[src/rtl/pada_pkg.sv]
// Shared types and constants of the pairwise absolute difference accumulator.
`default_nettype none
package pada_pkg;

    localparam int unsigned VAL_W     = 16;
    localparam int unsigned BLK_W     = 8;
    localparam int unsigned CNT_W     = 21;
    localparam int unsigned SUM_W     = 36;
    localparam int unsigned TOT_W     = 63;
    localparam int unsigned CLR_W     = VAL_W + 1;
    localparam int unsigned MAX_ITEMS = 1048576;

    localparam logic OP_INSERT = 1'b0;
    localparam logic OP_QUERY  = 1'b1;

    typedef struct packed {
        logic [CNT_W-1:0] cnt;
        logic [SUM_W-1:0] sum;
    } t_tally;

    typedef struct packed {
        logic accept;     // input transfer, reset the step counter
        logic cnt_inc;    // stored value count goes up by one
        logic clear_wr;   // write zeros at the clearing address
        logic sweep_rd;   // read the sweep entry at the step counter
        logic look_rd;    // read the entries that belong to the value
        logic add_en;
        logic mul_en;
        logic out_load;
    } t_cmd;

    typedef struct packed {
        logic clear_last;
        logic sweep_last;
        logic full;
        logic insert;
    } t_status;

endpackage
`default_nettype wire

[src/rtl/pada_controller.sv]
// Controller: sequences clearing, the table sweep, the lookup and the result.
`default_nettype none
module pada_controller
    import pada_pkg::*;
(
    input  wire logic    i_clk,
    input  wire logic    i_rst_n,
    input  wire logic    i_valid,
    output logic         o_ready,
    output logic         o_valid,
    input  wire logic    i_ready,
    input  wire t_status i_status,
    output t_cmd         o_cmd
);

    typedef enum logic [7:0] {
        S_CLEAR = 8'b0000_0001,
        S_IDLE  = 8'b0000_0010,
        S_SWEEP = 8'b0000_0100,
        S_DRAIN = 8'b0000_1000,
        S_LOOK  = 8'b0001_0000,
        S_ADD   = 8'b0010_0000,
        S_MUL   = 8'b0100_0000,
        S_FIN   = 8'b1000_0000
    } t_state;

    t_state r_state, n_state;
    logic   r_valid, n_valid;
    logic   take, store, out_free;

    assign take     = (r_state == S_IDLE) && i_valid;
    assign store    = i_status.insert && !i_status.full;
    assign out_free = !r_valid || i_ready;

    always_comb begin
        n_state = r_state;
        n_valid = r_valid && !i_ready;
        o_cmd   = '0;
        unique case (r_state)
            S_CLEAR: begin
                o_cmd.clear_wr = 1'b1;
                if (i_status.clear_last) n_state = S_IDLE;
            end
            S_IDLE: begin
                if (take) begin
                    o_cmd.accept  = 1'b1;
                    o_cmd.cnt_inc = store;
                    n_state       = store ? S_SWEEP : S_LOOK;
                end
            end
            S_SWEEP: begin
                o_cmd.sweep_rd = 1'b1;
                if (i_status.sweep_last) n_state = S_DRAIN;
            end
            S_DRAIN: n_state = S_LOOK;
            S_LOOK: begin
                o_cmd.look_rd = 1'b1;
                n_state       = S_ADD;
            end
            S_ADD: begin
                o_cmd.add_en = 1'b1;
                n_state      = S_MUL;
            end
            S_MUL: begin
                o_cmd.mul_en = 1'b1;
                n_state      = S_FIN;
            end
            S_FIN: begin
                if (out_free) begin
                    o_cmd.out_load = 1'b1;
                    n_valid        = 1'b1;
                    n_state        = S_IDLE;
                end
            end
            default: n_state = S_IDLE;
        endcase
    end

    always_ff @(posedge i_clk) begin
        if (!i_rst_n) begin
            r_state <= S_CLEAR;
            r_valid <= 1'b0;
        end else begin
            r_state <= n_state;
            r_valid <= n_valid;
        end
    end

    assign o_ready = (r_state == S_IDLE);
    assign o_valid = r_valid;

endmodule
`default_nettype wire

[config.mk]
export PLATFORM = sky130hd
export DESIGN_NAME = pada_controller
export DESIGN_NICKNAME = d
export VERILOG_FILES = /design/src/rtl/pada_pkg.sv /design/src/rtl/pada_controller.sv
export SDC_FILE = /design/constraint.sdc
export NUM_CORES = 1
export LEC_CHECK = 0
export ABC_CLOCK_PERIOD_IN_PS = 1500
export BUFFER_PORTS_ARGS = -buffer_cell sky130_fd_sc_hd__buf_4
export CORE_MARGIN = 2
export CORE_UTILIZATION = 43
export DETAILED_ROUTE_END_ITERATION = 6
export GPL_ROUTABILITY_DRIVEN = 1
export PLACE_DENSITY_LB_ADDON = 0.12
export SLEW_MARGIN = 25
export SYNTH_ARGS = -nofsm -noshare
export SYNTH_HDL_FRONTEND = slang
export SYNTH_SLANG_ARGS = --single-unit
export TNS_END_PERCENT = 100
[constraint.sdc]
create_clock -name i_clk -period 1.5 [get_ports i_clk]
set_clock_uncertainty 0.2 [all_clocks]
set_input_delay 0.075 -clock i_clk [delete_from_list [all_inputs] [get_ports i_clk]]
set_output_delay 0.075 -clock i_clk [all_outputs]
set_load 0.01 [all_outputs]
Word level (Yosys, flattened, before mapping)

Cells that the tools add are included.

Input port bits: 8
Output and inout bits: 10
Register bits after elaboration: 9

Equality and inequality tests: 12
Muxes and demuxes: 17
Reductions and logical operators: 8

Operators with widths:

| kind                 | count |
|---|---|
| $pmux W8 S8          | 1 |
| $mux W8              | 4 |
| $mux W1              | 9 |
| $eq A8 B1 Y1 const B | 1 |
| $eq A8 B2 Y1 const B | 1 |
| $eq A8 B3 Y1 const B | 1 |
| $eq A8 B4 Y1 const B | 1 |
| $eq A8 B5 Y1 const B | 1 |
| $eq A8 B6 Y1 const B | 1 |
| $eq A8 B7 Y1 const B | 1 |
| $eq A8 B8 Y1 const B | 1 |
| $ne A2 B2 Y1 const B | 3 |
| $mux W5              | 1 |
| $mux W2              | 2 |
| $reduce_and A4 Y1    | 1 |
| $logic_and A1 B1 Y1  | 3 |
| $logic_not A1 Y1     | 3 |
| $ne A2 B1 Y1 const B | 1 |
| $logic_or A1 B1 Y1   | 1 |

Logic depth before layout (Yosys ltp)

Gate-level depths: netlist of run 1.

Depth after elaboration: 5
Mapped depth: 6
Gate-level depth less buffers: 5

Least setup slack after synthesis of run 1

No wires, ideal clock.

Kind: flip-flop to flip-flop
Start: register r_state[2]
End: register r_state[5]
Stages on the path, launching flop included: 6
Arrival: 1.301 ns
Setup time: 0.059 ns
Slack: -0.060 ns
Path through: dfxtp_1 > buf_2 > nor4_1 > nand2_1 > nor3b_2 > and2_1

Word-level cells in the longest chain between the ends: 4
Elaborated cells between the ends (all ways): 15

RTL lines:

| item                               | line                                         | RTL |
|---|---|---|
| start: declaration                 | pada_controller.sv:27                        | `t_state r_state, n_state;` |
| start signal: assignment           | pada_controller.sv:84                        | `r_state <= n_state;` |
| $eq A8 B2 Y1                       | pada_controller.sv:31, pada_controller.sv:39 |  |
| $logic_and A1 B1 Y1                | pada_controller.sv:31                        | `assign take = (r_state == S_IDLE) && i_valid;` |
| $ne A2 B1 Y1 (no source line)      | -                                            |  |
| $reduce_and A4 Y1 (no source line) | -                                            |  |

Parallel ways exist; a longest one is shown, timed or not.
A chain may end at the register's enable or synchronous reset.

==> flow_summary_export.csv, run 1 <==
group,metric,value,unit
critical_path,crit_chain,"nor4_4, buf_4, nand4b_1, inv_1, buf_4",
floorplan,die_area,1634,um2
yosys,postSynthNetCount,75,
yosys,yosys_warnings,0,
floorplan,io_pins,18,
placement,gp_congestion,0.8217,
floorplan,num_rows,13,
grt,antenna_found_initial,0,
power_and_ir_drop,swShare,31.53,%
power_and_ir_drop,power.density,660.5,nW/um2
clock_network,clockBufferDepth,2,
flow_run,cap_violations,0,
cells_and_area,seq_area,197.7,um2
clock_network,tritoncts.num_buffers,3,
grt,overflow,0,
timing,finalSetupViolCount,14,
grt,grt_pass1_vias,649,
routing,via_per_inst,5.719,
power_and_ir_drop,power.switching,0.0002233,W
floorplan,die_w,40.43,um
critical_path,cp.required,1.22,ns
power_and_ir_drop,clkPwrFrac,29.2,%
yosys,syn-cell-area,570.5,um2
yosys,yosys-top-cells-area,"dfxtp_1, nor3b_1, o21ai_0",
routing,num_vias,732,
clock_network,cts_num_sinks,9,
critical_path,crit_type,"reg -> out",
yosys,synth_cell_types,37,
cells_and_area,antenna_cells,0,
power_and_ir_drop,finalPower,0.0007082,W
yosys,synth_top_area_cell,"dfxtp_1",
timing,rsz0062_at_grt,"yes",
routing,wl_per_cell,16.77,um
critical_path,crit_path_top_delay_cell,"nor4_4",
grt,grt_max_degree,9,
grt,grt_use_met1,34.98,%
timing,finalHoldViolCount,0,
clock_network,cts_htree_levels,1,
cells_and_area,fill_cells,70,
routing,ant_nets,0,
timing,period_share,122.8,%
timing,period_needed,1.842,ns
critical_path,critPathMaxStageDelay,0.40,ns
power_and_ir_drop,intPower,0.0004849,W
cells_and_area,drive_gt1_share,59.29,%
cells_and_area,final_nets,122,
timing,slew_violations,0,
cells_and_area,syn_to_final_growth,87.94,%
clock_network,clk_pin_slew,0.07,ns
critical_path,cp_max_fo,3,
status,violations,"setup timing",
routing,dr.pass1.iters,4,
yosys,ys_ff_latch,9,
worst_hold_path,hold_class,"in -> reg",
grt,grt_pass1_wl,2939,um
placement,portBuffers,17,
grt,grtUsageMet3,3.889,%
timing,slew_headroom,76.03,%
cells_and_area,multi_input_area,436.7,um2
yosys,yosysSeqAreaShare,31.58,%
status,status,"complete, but fails checks",
critical_path,arrival,1.57,ns
timing,max_freq,543.0,MHz
yosys,synth_top_area_share,31.58,%
routing,drcViolationCount,0,
critical_path,endpoint_kind,"primary output",
routing,routed_wl,2146,um
floorplan,die_y,40.43,um
yosys,syn_inst,67,
grt,track_usage,27.99,%
power_and_ir_drop,ir_drop,455.4,uV
clock_network,worstSkewPairLatency,0.27,ns
clock_network,cts_tree,"built",
critical_path,start_kind,"register",
power_and_ir_drop,p_seq_share,36.3,%
timing,setup_ws,-0.3415,ns
routing,drt-initial-drc-count,14,
grt,busiest_layer,"met2",
critical_path,path_common_cell,"buf_4",
grt,grt_util_met2,46.03,%
floorplan,initial_core_util,44.97,%
timing,hold_slack,0.04487,ns
placement,dp_hpwl,1118,um
timing,worstMarginPinSlew,0.3569,ns
yosys,syn_avg_cell_area,8.516,um2
power_and_ir_drop,comb_power_share,34.5,%
floorplan,core-area,1269,um2
clock_network,root_buffer,"clkbuf_4",
power_and_ir_drop,leakage,0.4883,nW
stage by stage:
step	instance area, um2	std cells	worst slack (ns)	setup TNS [ns]	utilization, %
2_1_floorplan	571.8	67	-0.04467	-0.05483	-
3_3_place_gp	817.0	111	-0.08795	-0.4181	64.40
3_5_place_dp	817.0	111	-0.1401	-0.6306	64.40
4_1_cts	1030	126	-0.2727	-2.208	81.16
5_1_grt	1072	128	-0.3990	-4.297	84.52
6_report	1072	128	-0.3415	-3.410	84.52
sequential cells by signal (all words and copies together) (netlist names):
register,cells
r_state,8
o_valid,1
worst max-delay path, delay by kind of cell (launching register included):
kind / cells / cell delay [ns]
AND/OR/NAND/NOR: 2 / 0.55
buffers and inverters: 3 / 0.39
flip-flops: 1 / 0.37
area by class of cell:
cell class,instances,share of cell area [%]
Multi-Input combinational cell,49,40.72
Tap cell,15,1.750
Inverter,5,1.750
Clock buffer,4,2.450
Sequential cell,9,18.44
Timing Repair Buffer,46,34.89
Yosys cell counts:
| library cell | n |
|---|---|
| nor4_1 | 2 |
| and2_1 | 1 |
| nor3b_1 | 4 |
| mux2i_1 | 1 |
| xnor2_1 | 1 |
| nand3_1 | 2 |
| o221ai_1 | 1 |
| a31oi_1 | 1 |
| nand2b_1 | 1 |
| nor3b_2 | 1 |
| and2b_1 | 1 |
| nor4b_1 | 1 |
| buf_2 | 1 |
| nand4b_2 | 1 |
| o2111ai_1 | 1 |
| nor4_2 | 1 |
| o21ai_0 | 5 |
| nor4_4 | 1 |
| nand3b_1 | 1 |
| inv_2 | 1 |
| xor2_1 | 1 |
| dfxtp_1 | 9 |
| nand4b_1 | 2 |
| clkbuf_2 | 1 |
| clkbuf_1 | 1 |
| nor3_1 | 1 |
| and3_4 | 1 |
| nand4_1 | 1 |
| nor2b_1 | 3 |
| o211ai_1 | 1 |
| buf_4 | 1 |
| nor2_1 | 6 |
| and4_1 | 1 |
| inv_1 | 4 |
| o21a_1 | 1 |
| nand2_1 | 3 |
| and2_2 | 1 |
routing by layer:
layer	part of all wire, %	vias up
li1	-	336
met1	41	359
met2	52	30
met3	4.7	7
met4	2.1	0
met5	0	-
repair_timing:
item / 4_1_cts / 5_1_grt
resized for setup: 24 / 5
setup endpoints to repair: 15 / 15
pin swaps: 10 / 6
buffers inserted: 8 / 3
hold buffers: 4 / 0
cloned: 0 / 0
endpoints found under the hold margin: 9 / 0
power groups by stage:
stage / combinational [W] / clock, W / sequential [W]
2_1_floorplan: 0.0000700 / 0 / 0.000262
3_3_place_gp: 0.000147 / 0 / 0.000264
3_5_place_dp: 0.000150 / 0 / 0.000264
4_1_cts: 0.000211 / 0.000198 / 0.000258
5_1_grt: 0.000259 / 0.000213 / 0.000258
6_report: 0.000244 / 0.000207 / 0.000257
cell usage in the layout, fill, tap and decap left out, types with 3 or more instances in the layout:
| cell type | instances |
|---|---|
| o21ai_0 | 4 |
| dlygate4sd3_1 | 4 |
| dfxtp_4 | 4 |
| buf_4 | 37 |
| clkbuf_4 | 3 |
| dfxtp_1 | 3 |
| nor2_1 | 6 |
| nor2b_1 | 3 |
| buf_6 | 5 |
| nor4_4 | 3 |
| inv_1 | 3 |
| nor3b_2 | 3 |
cells by family after synthesis:
family                    after synthesis  share of synthesized area [%]
buffers and inverters                   9                          7.014
xor gates and xnor gates                2                          3.071
DFF                                     9                          31.58
muxes                                   1                          1.754
AOI/OAI and AO/OA                      10                          11.19
and+or+nand+nor                        36                          45.40
final timing paths:
check | start | cells past startpoint | to | slack, ns
min | i_ready | 4 | o_valid | 0.04
max | r_state[4] | 5 | o_cmd[4] | -0.34
max reg2reg | r_state[4] | 6 | r_state[4] | -0.32
min reg2reg | r_state[2] | 2 | r_state[3] | 0.42
(Power assumes the default switching activity.)
==> run 2, diff against run 1 <==
- ABC_CLOCK_PERIOD_IN_PS: 1500 -> 1700
- CORE_AREA: not set -> 2 2 39 41
- CORE_MARGIN: 2 -> not set
- CORE_UTILIZATION: 43 -> not set
- DIE_AREA: not set -> 0 0 41 43
- SETUP_SLACK_MARGIN: not set -> 0.5
- SLEW_MARGIN: 25 -> 20
- clock period: 1.5 -> 1.7 ns (I/O delays scaled with it)
==> run 2 against run 1 <==
Compared with the run above:
- the run still ends with setup timing left
- critical path type unchanged
- worst hold slack better by 0.0073 ns
- largest power group unchanged
- critical path depth unchanged
- wire length up 5.5%
==> flow_summary_export.csv, run 2 (synthesis results as in run 1) <==
group,metric,value,unit
critical_path,critPathMaxStageDelay,0.41,ns
cells_and_area,final_cell_mix,"buf_4, buf_6, dfxtp_4",
grt,busiest_layer,"met2",
floorplan,io_pins,18,
critical_path,cp_max_fo,4,
clock_network,cts_tree,"built",
clock_network,cts_num_sinks,9,
critical_path,arrival,1.59,ns
cells_and_area,final_area,1151,um2
grt,grtUsageMet3,7.330,%
routing,drcViolationCount,0,
grt,grt_use_met1,36.45,%
critical_path,start_kind,"register",
grt,track_usage,27.04,%
floorplan,core-area,1384,um2
timing,period_share,110.6,%
floorplan,num_rows,14,
power_and_ir_drop,ir_drop,346.4,uV
cells_and_area,fill_cells,74,
clock_network,tritoncts.num_buffers,3,
placement,dp_hpwl,1097,um
timing,hold_slack,0.05218,ns
clock_network,clockBufferDepth,2,
cells_and_area,antenna_cells,0,
timing,slew_violations,0,
grt,grt_pass1_wl,3180,um
critical_path,cp-startpoint,"r_state[5]",
timing,slew_headroom,71.97,%
timing,finalSetupViolCount,12,
floorplan,die_w,41,um
routing,wl_per_cell,17.68,um
timing,max_freq,532.0,MHz
critical_path,reg2reg_to,"r_state[3]",
grt,grt_max_degree,9,
grt,overflow,0,
placement,gp_congestion,0.8497,
critical_path,r2r_slack,-0.11,ns
clock_network,worstSkewPairLatency,0.27,ns
cells_and_area,layout_commonest_cell,"buf_4",
worst_hold_path,hold_class,"in -> reg",
worst_hold_path,min_from,"i_valid",
cells_and_area,syn_to_final_growth,101.8,%
flow_run,cap_violations,0,
power_and_ir_drop,finalPower,0.0006322,W
routing,drt-initial-drc-count,32,
routing,num_vias,716,
critical_path,crit_chain,"nor4_4, nand4b_4, inv_2, and3_4, buf_6",
routing,via_per_inst,5.594,
routing,routed_wl,2263,um
grt,grt_util_met2,38.44,%
critical_path,cp.required,1.41,ns
clock_network,root_buffer,"clkbuf_4",
critical_path,crit_type,"reg -> out",
status,violations,"setup timing",
timing,worstMarginPinSlew,0.4191,ns
floorplan,die_area,1763,um2
routing,dr.pass1.iters,4,
timing,finalHoldViolCount,0,
worst_hold_path,whs_path_depth,3,
clock_network,cts_htree_levels,1,
grt,antenna_found_initial,0,
placement,placed_area,799.5,um2
floorplan,die_y,43,um
critical_path,reg2reg_depth,7,
power_and_ir_drop,power.density,549.2,nW/um2
placement,portBuffers,17,
critical_path,endpoint_kind,"primary output",
timing,period_needed,1.880,ns
routing,ant_nets,0,
power_and_ir_drop,leakage,0.4954,nW
critical_path,crit_path_top_delay_cell,"nor4_4",
cells_and_area,largest-register,"r_state",
critical_path,rr_startpoint,"r_state[5]",
cells_and_area,largest_reg_flops,8,
status,status,"complete, but fails checks",
cells_and_area,final_nets,121,
worst_hold_path,min_to,"r_state[2]",
timing,rsz0062_at_grt,"yes",
cells_and_area,drive_gt1_share,68.75,%
clock_network,clk_pin_slew,0.08,ns
timing,setup_ws,-0.1796,ns
floorplan,initial_core_util,41.23,%
grt,grt_pass1_vias,691,
## run 2: cell types whose count changed in the layout (fill, tap and decap cells not counted), sizes merged
cell / delta
buf: -1
## run 2: layer usage
| metal | vias to the layer above | wire length, um |
|---|---|---|
| met2 | 21 | 1207 |
| li1 | 334 | - |
| met4 | 0 | 14 |
| met5 | - | 0 |
| met3 | 2 | 85 |
| met1 | 359 | 955 |
## run 2: what timing repair did
item	in CTS	in global routing
resized for setup	34	9
endpoints found under the setup margin	18	18
buffers inserted	11	4
pin swaps	12	9
hold endpoints to repair	8	0
hold buffers	4	0
## run 2: worst max path at each step
stage,end,slack (ns)
floorplan,r_state[2],0.16
global placement,o_cmd[3],0.08
detailed placement,r_state[3],0.05
CTS,o_cmd[6],-0.11
global route,o_cmd[6],-0.21
finish,o_cmd[6],-0.18
## run 2: cell type report
class	instances	area, um2	area share (%)
multi-input combinational	49	486.7	42.28
sequential	9	205.2	17.83
clock buffer	4	26.28	2.283
inverter	5	18.77	1.630
tap	16	20.02	1.739
timing repair buffer	45	394.1	34.24
## run 2: critical path: cells and delay by family (launching register included)
family                 cells  cell delay, ns
buffers and inverters      2            0.21
and+or+nand+nor            3            0.76
DFF                        1            0.37
## run 2: power by group
| group | switching (W) | leakage (nW) | total (W) | internal [W] |
|---|---|---|---|---|
| registers | 0.0000162 | 0.0782 | 0.000229 | 0.000212 |
| logic | 0.000100 | 0.402 | 0.000223 | 0.000123 |
| clock network | 0.0000895 | 0.0150 | 0.000180 | 0.0000907 |
| total | 0.000206 | 0.495 | 0.000632 | 0.000426 |
## run 2: metrics by stage
stage | std cells | utilization (%) | setup WS (ns) | TNS, ns
2_1_floorplan | 67 | - | 0.1634 | 0
3_3_place_gp | 105 | 57.78 | 0.07710 | 0
3_5_place_dp | 105 | 57.78 | 0.04778 | 0
4_1_cts | 124 | 77.40 | -0.1078 | -0.2943
5_1_grt | 128 | 83.18 | -0.2068 | -1.685
6_report | 128 | 83.18 | -0.1796 | -1.083
==> run 3, diff against run 2 <==
- ABC_CLOCK_PERIOD_IN_PS: 1700 -> 2200
- MAX_ROUTING_LAYER: not set -> met4
- clock period: 1.7 -> 2.2 ns (I/O delays scaled with it)
==> run 3 against run 2 <==
Compared with the run above:
- the flow now finishes without violations
- critical path depth unchanged
- power is 29% lower
- utilization fell by 11 points
- worst hold slack gained 0.022 ns
- die area stayed put
- largest cell class unchanged
==> flow_summary_export.csv, run 3 (synthesis results as in run 1) <==
group,metric,value,unit
status,status,"finished, final reports clean",
cells_and_area,final_nets,115,
power_and_ir_drop,leakage,0.4454,nW
routing,drt-initial-drc-count,18,
routing,num_vias,693,
power_and_ir_drop,clkPwrFrac,29.2,%
power_and_ir_drop,comb_power_share,31.1,%
flow_run,cap_violations,0,
power_and_ir_drop,p_seq_share,39.7,%
worst_hold_path,hold_class,"in -> reg",
floorplan,die_area,1763,um2
placement,portBuffers,17,
timing,max_freq,548.9,MHz
clock_network,cts_num_sinks,9,
cells_and_area,seq_area,202.7,um2
cells_and_area,final_cell_mix,"buf_4, o21ai_0, buf_6, dfxtp_4",
grt,track_usage,21.80,%
critical_path,critPathTopFamily,"simple AND/OR/NAND/NOR gates",
critical_path,cp-startpoint,"r_state[6]",
critical_path,crit_type,"reg -> out",
floorplan,initial_core_util,41.23,%
timing,hold_slack,0.07424,ns
grt,grt_pass1_vias,572,
critical_path,endpoint_kind,"primary output",
critical_path,critPathMaxStageDelay,0.36,ns
placement,gp_congestion,0.8583,
cells_and_area,multi_input_area,415.4,um2
floorplan,core-area,1384,um2
critical_path,start_kind,"register",
floorplan,io_pins,18,
timing,tns,0,ns
cells_and_area,fill_cells,115,
routing,dr.pass1.iters,4,
critical_path,crit_path_top_delay_cell,"dfxtp_4",
timing,slew_headroom,68.97,%
clock_network,clk_pin_slew,0.07,ns
cells_and_area,antenna_cells,0,
critical_path,rr_startpoint,"r_state[6]",
cells_and_area,largest-register,"r_state",
routing,drcViolationCount,0,
clock_network,tritoncts.num_buffers,3,
cells_and_area,post-route-util,72.60,%
power_and_ir_drop,power.switching,0.0001329,W
critical_path,cp.required,1.89,ns
timing,slew_violations,0,
critical_path,crit_chain,"nor4_4, nand4b_2, inv_2, and3_4, buf_6",
timing,finalSetupViolCount,0,
power_and_ir_drop,ir_drop,301.1,uV
critical_path,crit_buf_inv,2,
timing,worstMarginPinSlew,0.4650,ns
routing,routed_wl,1912,um
routing,wl_per_cell,15.67,um
floorplan,num_rows,14,
clock_network,worstSkewPairLatency,0.27,ns
timing,rsz0062_at_grt,"yes",
timing,period_needed,1.822,ns
grt,grt_max_degree,10,
clock_network,cts_tree,"built",
worst_hold_path,min_from,"i_ready",
power_and_ir_drop,power.density,444.9,nW/um2
timing,period_share,82.81,%
critical_path,cp_max_fo,4,
placement,dp_hpwl,928.4,um
clock_network,root_buffer,"clkbuf_4",
floorplan,die_w,41,um
cells_and_area,syn_to_final_growth,76.10,%
clock_network,cts_htree_levels,1,
grt,overflow,0,
grt,grt_pass1_wl,2539,um
floorplan,die_y,43,um
clock_network,clockBufferDepth,2,
routing,ant_nets,0,
grt,antenna_found_initial,0,
critical_path,arrival,1.51,ns
timing,finalHoldViolCount,0,
power_and_ir_drop,swShare,29.74,%
cells_and_area,layout_commonest_cell,"buf_4",
power_and_ir_drop,intPower,0.0003141,W
routing,via_per_inst,5.680,
cells_and_area,drive_gt1_share,58.49,%
cells_and_area,largest_reg_flops,8,
run 3: layout make-up:
type,count,share of cell area [%]
Clock buffer,4,2.615
Inverter,5,1.868
Multi-Input combinational cell,49,41.35
Sequential cell,9,20.17
Tap cell,16,1.993
Timing Repair Buffer,39,32.01
run 3: per-stage QoR:
step                worst slack, ns  area, um2  total power (W)  instances
floorplan                    0.6395      570.5        0.0002260         67
global placement             0.5177      696.9        0.0002565         96
detailed placement           0.5028      696.9        0.0002565         96
CTS                          0.4079      884.6        0.0004163        113
global route                 0.3025       1005        0.0004720        122
finish                       0.3783       1005        0.0004470        122
run 3: worst min-delay path, stage by stage:
cell and delay (ns):
buf_4 0.08, nor2b_1 0.07, a31oi_1 0.17, nor2b_1 0.06
run 3: worst paths after layout:
| kind | to | slack, ns | cells after the start |
|---|---|---|---|
| setup / recovery | o_cmd[6] | 0.38 | 5 |
| hold / removal | o_valid | 0.07 | 4 |
| setup reg to reg | r_state[2] | 0.47 | 7 |
| hold reg to reg | r_state[6] | 0.37 | 1 |
run 3: what timing repair did:
action,CTS,global route
setup endpoints to repair,10,12
hold buffers,4,0
buffers inserted,9,9
pin swaps,7,7
endpoints found under the hold margin,6,0
resized for setup,15,16
run 3: layer usage:
layer  part of all wire (%)  global-route usage, %
met2                     55                  32.81
met4                    2.1                  6.000
met3                    4.7                  6.283
met1                     38                  27.69
met5                      0                      -
run 3: power groups by stage:
| stage | Combinational, W | Sequential (W) | Clock [W] |
|---|---|---|---|
| 3_5_place_dp | 0.0000732 | 0.000183 | 0 |
| 2_1_floorplan | 0.0000477 | 0.000178 | 0 |
| 5_1_grt | 0.000147 | 0.000178 | 0.000147 |
| 6_report | 0.000139 | 0.000177 | 0.000131 |
| 3_3_place_gp | 0.0000730 | 0.000184 | 0 |
| 4_1_cts | 0.000107 | 0.000180 | 0.000130 |
